File: config.mk
export PLATFORM = sky130hd
export DESIGN_NAME = argb_to_hsl_convert
export DESIGN_NICKNAME = d
export VERILOG_FILES = /design/src/rtl/ahc_pkg.sv /design/src/rtl/ahc_front.sv /design/src/rtl/ahc_queue.sv /design/src/rtl/ahc_back.sv /design/src/rtl/argb_to_hsl_convert.sv
export SDC_FILE = /design/constraint.sdc
export NUM_CORES = 2
export LEC_CHECK = 0
export CORE_MARGIN = 2
export CORE_UTILIZATION = 45
export CTS_CLUSTER_DIAMETER = 100
export DETAILED_ROUTE_END_ITERATION = 7
export DONT_BUFFER_PORTS = 1
export GPL_TIMING_DRIVEN = 1
export PLACE_DENSITY = 0.72
export REMOVE_ABC_BUFFERS = 1
export SLEW_MARGIN = 20
export SYNTH_ARGS = -nofsm -noshare
export SYNTH_HDL_FRONTEND = slang
export SYNTH_HIERARCHICAL = 1
export SYNTH_SLANG_ARGS = --single-unit
File: constraint.sdc
create_clock -name i_clk -period 55 [get_ports i_clk]
set_input_delay 11 -clock i_clk [delete_from_list [all_inputs] [get_ports i_clk]]
set_output_delay 11 -clock i_clk [all_outputs]
set_load 0.05 [all_outputs]
File: src/rtl/ahc_pkg.sv
`timescale 1ns / 1ps

package ahc_pkg;

    // fixed field widths
    localparam int HUE_W   = 15;
    localparam int SAT_W   = 13;
    localparam int LIGHT_W = 9;
    localparam int BYTE_W  = 8;

    // fractional precision of hue and saturation
    localparam int HUE_FRAC_BITS = 6;
    localparam int SAT_FRAC_BITS = 12;

    // hue arithmetic constants, in degrees
    localparam int DEG_SECTOR = 60;
    localparam int DEG_TURN   = 360;

    // hue numerator before scaling stays below 360 * 255
    localparam int HUE_N_W = 17;
    // quotient bits: 360 * 2^frac needs 9 + frac bits
    localparam int HUE_Q   = 9 + HUE_FRAC_BITS;
    localparam int HUE_D_W = HUE_N_W + HUE_FRAC_BITS;
    // saturation quotient reaches 2^frac, so one extra bit
    localparam int SAT_Q   = SAT_FRAC_BITS + 1;
    localparam int SAT_D_W = BYTE_W + SAT_FRAC_BITS;

    // divider pipeline depth: one quotient bit per stage
    localparam int PIPE_STAGES = (HUE_Q > SAT_Q) ? HUE_Q : SAT_Q;

    // queue between front and back
    localparam int Q_DEPTH = 4;
    localparam int Q_AW    = $clog2(Q_DEPTH);

    // classified item from the front
    typedef struct packed {
        logic [BYTE_W-1:0]  alpha;
        logic [LIGHT_W-1:0] lightness;
        logic [BYTE_W-1:0]  spread;
        logic [BYTE_W-1:0]  den;
        logic signed [11:0] sec_sum;
        logic               hue_zero;
        logic               sat_zero;
    } t_cls;

    // finished result item
    typedef struct packed {
        logic [HUE_W-1:0]   hue;
        logic [SAT_W-1:0]   sat;
        logic [LIGHT_W-1:0] lightness;
        logic [BYTE_W-1:0]  alpha;
    } t_res;

    // one restoring division step: returns {quotient bit, new remainder}
    function automatic logic [BYTE_W:0] div_step(
        input logic [BYTE_W-1:0] rem,
        input logic              in_bit,
        input logic [BYTE_W-1:0] dvsr
    );
        logic [BYTE_W:0] cand;
        logic [BYTE_W:0] diff;
        cand = {rem, in_bit};
        diff = cand - {1'b0, dvsr};
        if (cand >= {1'b0, dvsr}) begin
            div_step = {1'b1, diff[BYTE_W-1:0]};
        end else begin
            div_step = {1'b0, cand[BYTE_W-1:0]};
        end
    endfunction

endpackage

File: src/rtl/ahc_front.sv
`timescale 1ns / 1ps

module ahc_front (
    input  logic [31:0]       i_argb_word,
    output ahc_pkg::t_cls     o_cls
);
    import ahc_pkg::*;

    typedef enum logic [1:0] {
        SEC_RED,
        SEC_GREEN,
        SEC_BLUE
    } t_sector;

    logic [BYTE_W-1:0]  ch_r;
    logic [BYTE_W-1:0]  ch_g;
    logic [BYTE_W-1:0]  ch_b;
    logic [BYTE_W-1:0]  hi;
    logic [BYTE_W-1:0]  lo;
    logic [BYTE_W-1:0]  spread;
    logic [LIGHT_W-1:0] sum;
    logic [LIGHT_W-1:0] sum_flip;
    t_sector            sector;
    logic signed [8:0]  diff;
    logic signed [11:0] base;

    // unpack channels
    assign ch_r = i_argb_word[23:16];
    assign ch_g = i_argb_word[15:8];
    assign ch_b = i_argb_word[7:0];

    // max and min of the three channels
    always_comb begin
        hi = (ch_r > ch_g) ? ch_r : ch_g;
        hi = (hi > ch_b) ? hi : ch_b;
        lo = (ch_r < ch_g) ? ch_r : ch_g;
        lo = (lo < ch_b) ? lo : ch_b;
    end

    assign spread   = hi - lo;
    assign sum      = {1'b0, hi} + {1'b0, lo};
    assign sum_flip = 9'd510 - sum;

    // hue sector by dominant channel: a red-green tie goes to green, green-blue to blue, red-blue to red
    always_comb begin
        if (hi == ch_r && hi != ch_g) begin
            sector = SEC_RED;
        end else if (hi == ch_g && hi != ch_b) begin
            sector = SEC_GREEN;
        end else begin
            sector = SEC_BLUE;
        end
    end

    // signed channel difference and sector offset in units of spread
    always_comb begin
        case (sector)
            SEC_RED: begin
                diff = $signed({1'b0, ch_g}) - $signed({1'b0, ch_b});
                base = '0;
            end
            SEC_GREEN: begin
                diff = $signed({1'b0, ch_b}) - $signed({1'b0, ch_r});
                base = $signed({3'b000, spread, 1'b0});
            end
            default: begin
                diff = $signed({1'b0, ch_r}) - $signed({1'b0, ch_g});
                base = $signed({2'b00, spread, 2'b00});
            end
        endcase
    end

    // classified item
    always_comb begin
        o_cls.alpha     = i_argb_word[31:24];
        o_cls.lightness = sum;
        o_cls.spread    = spread;
        o_cls.den       = (sum < 9'd255) ? sum[BYTE_W-1:0] : sum_flip[BYTE_W-1:0];
        o_cls.sec_sum   = base + 12'(diff);
        o_cls.hue_zero  = (spread == '0);
        o_cls.sat_zero  = (spread == '0) || (sum == '0) || (sum == 9'd510);
    end

endmodule

File: src/rtl/ahc_queue.sv
`timescale 1ns / 1ps

module ahc_queue (
    input  logic           i_clk,
    input  logic           i_rst_n,
    input  logic           i_wr,
    input  ahc_pkg::t_cls  i_data,
    output logic           o_full,
    input  logic           i_rd,
    output ahc_pkg::t_cls  o_data,
    output logic           o_empty
);
    import ahc_pkg::*;

    t_cls            r_mem [Q_DEPTH];
    logic [Q_AW-1:0] r_wp;
    logic [Q_AW-1:0] r_rp;
    logic [Q_AW:0]   r_cnt;

    assign o_full  = (r_cnt == (Q_AW+1)'(Q_DEPTH));
    assign o_empty = (r_cnt == '0);
    assign o_data  = r_mem[r_rp];

    // storage
    always_ff @(posedge i_clk) begin
        if (i_wr) begin
            r_mem[r_wp] <= i_data;
        end
    end

    // pointers and fill count
    always_ff @(posedge i_clk) begin
        if (!i_rst_n) begin
            r_wp  <= '0;
            r_rp  <= '0;
            r_cnt <= '0;
        end else begin
            if (i_wr) begin
                r_wp <= r_wp + 1'b1;
            end
            if (i_rd) begin
                r_rp <= r_rp + 1'b1;
            end
            case ({i_wr, i_rd})
                2'b10:   r_cnt <= r_cnt + 1'b1;
                2'b01:   r_cnt <= r_cnt - 1'b1;
                default: r_cnt <= r_cnt;
            endcase
        end
    end

    a_cnt_bound: assert property (@(posedge i_clk) disable iff (!i_rst_n)
        r_cnt <= (Q_AW+1)'(Q_DEPTH))
        else $error("queue count beyond depth");
    a_no_overflow: assert property (@(posedge i_clk) disable iff (!i_rst_n)
        o_full && !i_rd |-> !i_wr)
        else $error("queue written while full");
    a_no_underflow: assert property (@(posedge i_clk) disable iff (!i_rst_n)
        o_empty |-> !i_rd)
        else $error("queue read while empty");

endmodule

File: src/rtl/ahc_back.sv
`timescale 1ns / 1ps

module ahc_back (
    input  logic           i_clk,
    input  logic           i_rst_n,
    input  ahc_pkg::t_cls  i_cls,
    input  logic           i_cls_vld,
    output logic           o_cls_rd,
    output ahc_pkg::t_res  o_res,
    output logic           o_empty,
    input  logic           i_pop
);
    import ahc_pkg::*;

    localparam int NS = PIPE_STAGES;

    // divider pipeline registers, stage 0 is the loaded operand stage
    logic                 r_vld  [NS+1];
    logic [BYTE_W-1:0]    r_hrem [NS+1];
    logic [HUE_Q-1:0]     r_hsr  [NS+1];
    logic [BYTE_W-1:0]    r_srem [NS+1];
    logic [SAT_Q-1:0]     r_ssr  [NS+1];
    logic [BYTE_W-1:0]    r_hdv  [NS+1];
    logic [BYTE_W-1:0]    r_sdv  [NS+1];
    logic                 r_hz   [NS+1];
    logic                 r_sz   [NS+1];
    logic [LIGHT_W-1:0]   r_lt   [NS+1];
    logic [BYTE_W-1:0]    r_al   [NS+1];

    // output buffer
    t_res                 r_obuf [2];
    logic                 r_owp;
    logic                 r_orp;
    logic [1:0]           r_ocnt;

    logic                 adv;
    logic                 out_push;
    logic                 out_pop;
    logic                 out_full;

    logic signed [18:0]   n60;
    logic [HUE_N_W-1:0]   full_turn;
    logic signed [18:0]   n_wrap;
    logic [HUE_D_W-1:0]   hue_dvd;
    logic [SAT_D_W-1:0]   sat_dvd;
    logic [31:0]          hue_wide;
    logic [31:0]          sat_wide;
    t_res                 fin;

    // whole pipeline moves unless the last stage is blocked by the buffer
    assign out_full = (r_ocnt == 2'd2);
    assign adv      = !(r_vld[NS] && out_full);
    assign o_cls_rd = adv && i_cls_vld;
    assign out_push = adv && r_vld[NS];
    assign out_pop  = i_pop && (r_ocnt != 2'd0);

    // hue numerator: 60 degrees times sector sum, wrapped into one turn
    always_comb begin
        n60       = 19'(i_cls.sec_sum) * 19'sd60;
        full_turn = HUE_N_W'(i_cls.spread) * HUE_N_W'(DEG_TURN);
        n_wrap    = (n60 < 0) ? n60 + $signed({2'b00, full_turn}) : n60;
        hue_dvd   = HUE_D_W'(n_wrap[HUE_N_W-1:0]) << HUE_FRAC_BITS;
        sat_dvd   = SAT_D_W'(i_cls.spread) << SAT_FRAC_BITS;
    end

    // operand stage
    always_ff @(posedge i_clk) begin
        if (adv) begin
            r_hrem[0] <= hue_dvd[HUE_D_W-1 -: BYTE_W];
            r_hsr[0]  <= hue_dvd[HUE_Q-1:0];
            r_srem[0] <= BYTE_W'(sat_dvd[SAT_D_W-1:SAT_Q]);
            r_ssr[0]  <= sat_dvd[SAT_Q-1:0];
            r_hdv[0]  <= i_cls.spread;
            r_sdv[0]  <= i_cls.den;
            r_hz[0]   <= i_cls.hue_zero;
            r_sz[0]   <= i_cls.sat_zero;
            r_lt[0]   <= i_cls.lightness;
            r_al[0]   <= i_cls.alpha;
        end
    end

    // one quotient bit per stage for each divider, until that divider's quotient is full
    for (genvar s = 0; s < NS; s++) begin : g_stage
        logic [BYTE_W:0] h_step;
        logic [BYTE_W:0] s_step;

        assign h_step = div_step(r_hrem[s], r_hsr[s][HUE_Q-1], r_hdv[s]);
        assign s_step = div_step(r_srem[s], r_ssr[s][SAT_Q-1], r_sdv[s]);

        always_ff @(posedge i_clk) begin
            if (adv) begin
                if (s < HUE_Q) begin
                    r_hrem[s+1] <= h_step[BYTE_W-1:0];
                    r_hsr[s+1]  <= {r_hsr[s][HUE_Q-2:0], h_step[BYTE_W]};
                end else begin
                    r_hrem[s+1] <= r_hrem[s];
                    r_hsr[s+1]  <= r_hsr[s];
                end
                if (s < SAT_Q) begin
                    r_srem[s+1] <= s_step[BYTE_W-1:0];
                    r_ssr[s+1]  <= {r_ssr[s][SAT_Q-2:0], s_step[BYTE_W]};
                end else begin
                    r_srem[s+1] <= r_srem[s];
                    r_ssr[s+1]  <= r_ssr[s];
                end
                r_hdv[s+1] <= r_hdv[s];
                r_sdv[s+1] <= r_sdv[s];
                r_hz[s+1]  <= r_hz[s];
                r_sz[s+1]  <= r_sz[s];
                r_lt[s+1]  <= r_lt[s];
                r_al[s+1]  <= r_al[s];
            end
        end
    end

    // stage valid bits
    always_ff @(posedge i_clk) begin
        if (!i_rst_n) begin
            for (int k = 0; k <= NS; k++) begin
                r_vld[k] <= 1'b0;
            end
        end else if (adv) begin
            r_vld[0] <= i_cls_vld;
            for (int k = 0; k < NS; k++) begin
                r_vld[k+1] <= r_vld[k];
            end
        end
    end

    // final result: hue zero for grey, saturation zero for grey and for the lightness ends
    always_comb begin
        hue_wide      = 32'(r_hsr[NS]);
        sat_wide      = 32'(r_ssr[NS]);
        fin.hue       = r_hz[NS] ? '0 : hue_wide[HUE_W-1:0];
        fin.sat       = r_sz[NS] ? '0 : sat_wide[SAT_W-1:0];
        fin.lightness = r_lt[NS];
        fin.alpha     = r_al[NS];
    end

    // two-entry output buffer
    always_ff @(posedge i_clk) begin
        if (out_push) begin
            r_obuf[r_owp] <= fin;
        end
    end

    always_ff @(posedge i_clk) begin
        if (!i_rst_n) begin
            r_owp  <= 1'b0;
            r_orp  <= 1'b0;
            r_ocnt <= 2'd0;
        end else begin
            if (out_push) begin
                r_owp <= ~r_owp;
            end
            if (out_pop) begin
                r_orp <= ~r_orp;
            end
            case ({out_push, out_pop})
                2'b10:   r_ocnt <= r_ocnt + 2'd1;
                2'b01:   r_ocnt <= r_ocnt - 2'd1;
                default: r_ocnt <= r_ocnt;
            endcase
        end
    end

    assign o_res   = r_obuf[r_orp];
    assign o_empty = (r_ocnt == 2'd0);

    a_obuf_bound: assert property (@(posedge i_clk) disable iff (!i_rst_n)
        r_ocnt <= 2'd2)
        else $error("output buffer count beyond two");
    a_tail_held: assert property (@(posedge i_clk) disable iff (!i_rst_n)
        r_vld[NS] && out_full |=> r_vld[NS])
        else $error("blocked item dropped from last stage");
    a_sat_range: assert property (@(posedge i_clk) disable iff (!i_rst_n)
        r_vld[NS] && !r_sz[NS] |-> sat_wide <= (32'd1 << SAT_FRAC_BITS))
        else $error("saturation quotient above one");

endmodule

File: src/rtl/argb_to_hsl_convert.sv
`timescale 1ns / 1ps
// a result passes the queue, the operand stage, 15 divider stages and the output buffer
// throughput: one item per cycle while the output buffer has room, one quotient bit a stage
// a 4-entry queue parts the classify front from the divider back
// a 2-entry output buffer lets the input keep flowing while a result waits
// reset: synchronous active-low i_rst_n empties both queues and the pipeline

module argb_to_hsl_convert (
    input  logic        i_clk,
    input  logic        i_rst_n,
    input  logic        i_push,
    output logic        o_full,
    input  logic [31:0] i_argb_word,
    output logic        o_empty,
    input  logic        i_pop,
    output logic [14:0] o_hue,
    output logic [12:0] o_saturation,
    output logic [8:0]  o_lightness,
    output logic [7:0]  o_alpha
);
    import ahc_pkg::*;

    t_cls cls_in;
    t_cls cls_head;
    logic q_full;
    logic q_empty;
    logic q_rd;
    logic q_wr;
    t_res res;

    // classify front
    ahc_front u_front (
        .i_argb_word (i_argb_word),
        .o_cls       (cls_in)
    );

    assign q_wr   = i_push && !q_full;
    assign o_full = q_full;

    // decoupling queue
    ahc_queue u_queue (
        .i_clk   (i_clk),
        .i_rst_n (i_rst_n),
        .i_wr    (q_wr),
        .i_data  (cls_in),
        .o_full  (q_full),
        .i_rd    (q_rd),
        .o_data  (cls_head),
        .o_empty (q_empty)
    );

    // divider back end with output buffer
    ahc_back u_back (
        .i_clk     (i_clk),
        .i_rst_n   (i_rst_n),
        .i_cls     (cls_head),
        .i_cls_vld (!q_empty),
        .o_cls_rd  (q_rd),
        .o_res     (res),
        .o_empty   (o_empty),
        .i_pop     (i_pop)
    );

    assign o_hue        = res.hue;
    assign o_saturation = res.sat;
    assign o_lightness  = res.lightness;
    assign o_alpha      = res.alpha;

endmodule

==> results.toml <==
[logic_synthesis]
synth_sequential_area_ratio = 0.660
yosys_warnings = 6
postSynthCellCount = 4002
async_flop_share = 0
synth.avg_cell_area_um2 = 14.9
synth_ff_type = "sky130_fd_sc_hd__edfxtp_1"
synth_edf_count = 1302
synth-seq-cells = 1317
synth.area.top_cells = "sky130_fd_sc_hd__edfxtp_1 66%, sky130_fd_sc_hd__ha_1 7.6%, sky130_fd_sc_hd__mux2_2 3.4%, sky130_fd_sc_hd__inv_1 3.1%, sky130_fd_sc_hd__fa_1 2.0%"
synth.top_cell.area_share = 0.655
synth_area_leader_cell = "sky130_fd_sc_hd__edfxtp_1"
netlist-cell-type-count = 76
syn_area_um2 = 59700

[timing]
relSlewSlack = 0.282
final_min_period_over_clock_period = 0.320
setup_viol = 0
max_freq_ghz = 0.0568
final.setup_skew_ps = 26.6
post-route-worst-setup-slack_ps = 37400
fin_tns_setup_ps = 0
slew_violations = 0
timing.final.crit_period_ps = 17600
hold_violations = 0
rsz0062_at_grt = "no"
worst_pin_slew_ps = 1080

[clock_network]
holdBufCountCts = 0
cts_resized = 0
cts_buffers = 133
clock_path_buffers = 3
h_tree_depth = 4
clock-root-buffer = "sky130_fd_sc_hd__clkbuf_16"
cts_num_sinks = 1317
clk_transition_reported_paths_ps = 60
cts_post_setup_buffers_inserted = 0
worst_skew_pair.late_latency_ps = 750
clock_tree_from_tritoncts = "done"

[finish]
num_antenna_cells = 0
finalNetCount = 4566
area_delta_synth_final_pct = 10.6
post_route_cells_drive_above_1_share = 0.116

[setup_path]
worst_path_dominant_cell_family = "compound AO/OA/AOI/OAI gates"
critical_path.max_fanout = 16
critPathLaunch = "i_argb_word[11]"
end_kind = "register"
crit_path_max_incr_delay_ps = 820
worst-setup-path-type = "in -> reg"
critical_path_arrival_ps = 18020
worst_ep_required_time_ps = 55420
worst_setup_path_start_kind = "primary input"
cp_common_cell = "sky130_fd_sc_hd__a21oi_1"
critPathSlowestCell = "sky130_fd_sc_hd__o311ai_0"
path_buf_inv = 3

[drt]
detail_route.wl_per_cell_um = 16.0
vias_post_dr = 30100
detailedRoute.firstIterationViolations = 1742
avgViaCountPerCell = 5.04
drcViolationCount = 0
detailedRoute.firstPassIterationCount = 5
ant_nets = 0
total_wirelength_mm = 95.5

[hold_path]
holdCritPathClass = "reg -> reg"
min-delay-start = "u_back/r_al[11][3]"

[placement]
gp_congestion = 0.832
dp_worst_setup_slack_ps = 36750
io_buffer_count = 0
place.detailed.hpwl_mm = 65.3

[global_route]
antenna_violations_before_repair = 0
track_usage = 0.143
wire_length_of_the_first_global_routing_pass_mm = 156
maximum_number_of_pins_on_one_net_before_global_route_repair = 167
vias_in_the_first_global_route = 30600
global_route.overflow_total = 0

[die]
die_area_um2 = 136000
number_of_placement_rows = 133
core_region_area_um2 = 132000
io_pins = 83
die_height_um = 368
initial_utilization = 0.453
dieWidth_um = 368

[job]
maxCapViolations = 0

[outcome]
run_status = "completed"
final timing paths:
kind | end | slack [ps] | depth (start not counted)
max | u_queue/r_mem[2][18] | 37400 | 26
min | u_back/r_al[12][3] | 410 | 0
min reg2reg | u_back/r_al[12][3] | 410 | 0
max reg2reg | u_back/r_hrem[0][7] | 48550 | 19
stage by stage:
stage          cells  cell area (µm²)  utilization  hold slack (ps)
3_3_place_gp    5727            61800        0.469              400
2_1_floorplan   3949            59400            -              400
3_5_place_dp    5727            61800        0.469              405
4_1_cts         5969            66000        0.502              402
6_report        5969            66000        0.502              407
5_1_grt         5969            66000        0.502              413
layout by cell type, fill, tap and decap left out, types with 18 or more instances in the layout:
cell type,count
sky130_fd_sc_hd__a21boi_0,55
sky130_fd_sc_hd__a21o_1,50
sky130_fd_sc_hd__a21oi_1,120
sky130_fd_sc_hd__a22oi_2,23
sky130_fd_sc_hd__a311oi_1,23
sky130_fd_sc_hd__and2_1,37
sky130_fd_sc_hd__and3_1,24
sky130_fd_sc_hd__buf_4,22
sky130_fd_sc_hd__clkbuf_1,30
sky130_fd_sc_hd__clkbuf_16,139
sky130_fd_sc_hd__clkinv_1,27
sky130_fd_sc_hd__clkinv_2,18
sky130_fd_sc_hd__edfxtp_1,1302
sky130_fd_sc_hd__fa_1,61
sky130_fd_sc_hd__ha_1,362
sky130_fd_sc_hd__inv_1,488
sky130_fd_sc_hd__mux2_2,182
sky130_fd_sc_hd__mux2i_1,48
sky130_fd_sc_hd__mux4_2,47
sky130_fd_sc_hd__nand2_1,119
sky130_fd_sc_hd__nand2b_1,37
sky130_fd_sc_hd__nand3_1,39
sky130_fd_sc_hd__nand4_1,45
sky130_fd_sc_hd__nor2_1,225
sky130_fd_sc_hd__nor2b_1,95
sky130_fd_sc_hd__nor3_1,20
sky130_fd_sc_hd__o21a_1,22
sky130_fd_sc_hd__o21ai_0,188
sky130_fd_sc_hd__o21bai_1,21
sky130_fd_sc_hd__xnor2_1,115
sky130_fd_sc_hd__xor2_1,75
worst reg2reg max path, cell delays in order, from the launching register on:
cell                        delay, ps
sky130_fd_sc_hd__dfxtp_4          660
sky130_fd_sc_hd__mux4_2           730
sky130_fd_sc_hd__ha_1             380
sky130_fd_sc_hd__ha_1             340
sky130_fd_sc_hd__xor2_1           420
sky130_fd_sc_hd__ha_1             340
sky130_fd_sc_hd__ha_1             280
sky130_fd_sc_hd__a31oi_1          220
sky130_fd_sc_hd__o21ai_0          180
sky130_fd_sc_hd__a211oi_1         330
sky130_fd_sc_hd__o21bai_1         140
sky130_fd_sc_hd__xor2_1           310
sky130_fd_sc_hd__ha_1             350
sky130_fd_sc_hd__and2_1           190
sky130_fd_sc_hd__a31o_2           210
sky130_fd_sc_hd__a31oi_1          200
sky130_fd_sc_hd__a21oi_1          150
sky130_fd_sc_hd__and2_1           190
sky130_fd_sc_hd__a2111oi_0        490
sky130_fd_sc_hd__a211oi_2          80
flip-flops by register name (all words and copies together), names as in the netlist, 104 cells and up, named ones only:
signal	cells
u_back/r_sdv	104
u_queue/r_mem	188
u_back/r_lt	144
u_back/r_al	128
u_back/r_hrem	120
u_back/r_hsr	148
u_back/r_hdv	120
u_back/r_ssr	117
final cells by class:
type	instances	area, µm²
multi-input combinational	2144	18100
inverter	488	1830
clock buffer	169	3590
fill	10800	65600
timing repair buffer	23	185
tap	1755	2200
clock inverter	73	673
sequential	1317	39400
Yosys cell counts (all sizes together), types with 23 or more instances:
master / count
edfxtp: 1302
inv: 488
ha: 362
nor2: 226
o21ai: 194
mux2: 182
a21oi: 121
nand2: 119
xnor2: 115
nor2b: 96
xor2: 75
fa: 61
a21boi: 56
a21o: 51
mux2i: 49
mux4: 47
nand4: 45
and2: 42
nand3: 39
nand2b: 37
a22oi: 30
buf: 28
and3: 25
clkbuf: 25
a311oi: 23
cells by family after synthesis:
group	Yosys count	share of synthesized area
flops	1317	0.660
simple gates	684	0.0567
compound gates	569	0.0624
buf+inv	541	0.0362
fa+ha+maj	423	0.0964
mux	278	0.0603
xor+xnor	190	0.0279
routing by layer:
layer | vias up | track usage | share of wire
met3 | 162 | 0.0272 | 0.034
met2 | 403 | 0.255 | 0.52
met1 | 14600 | 0.172 | 0.43
met4 | 0 | 0.0500 | 0.026
met5 | - | 0 | 0
li1 | 14900 | - | -
Power is left out: the tool's default activity adds up to more than one toggle a clock period on the data nets, which glitch-free logic cannot reach.
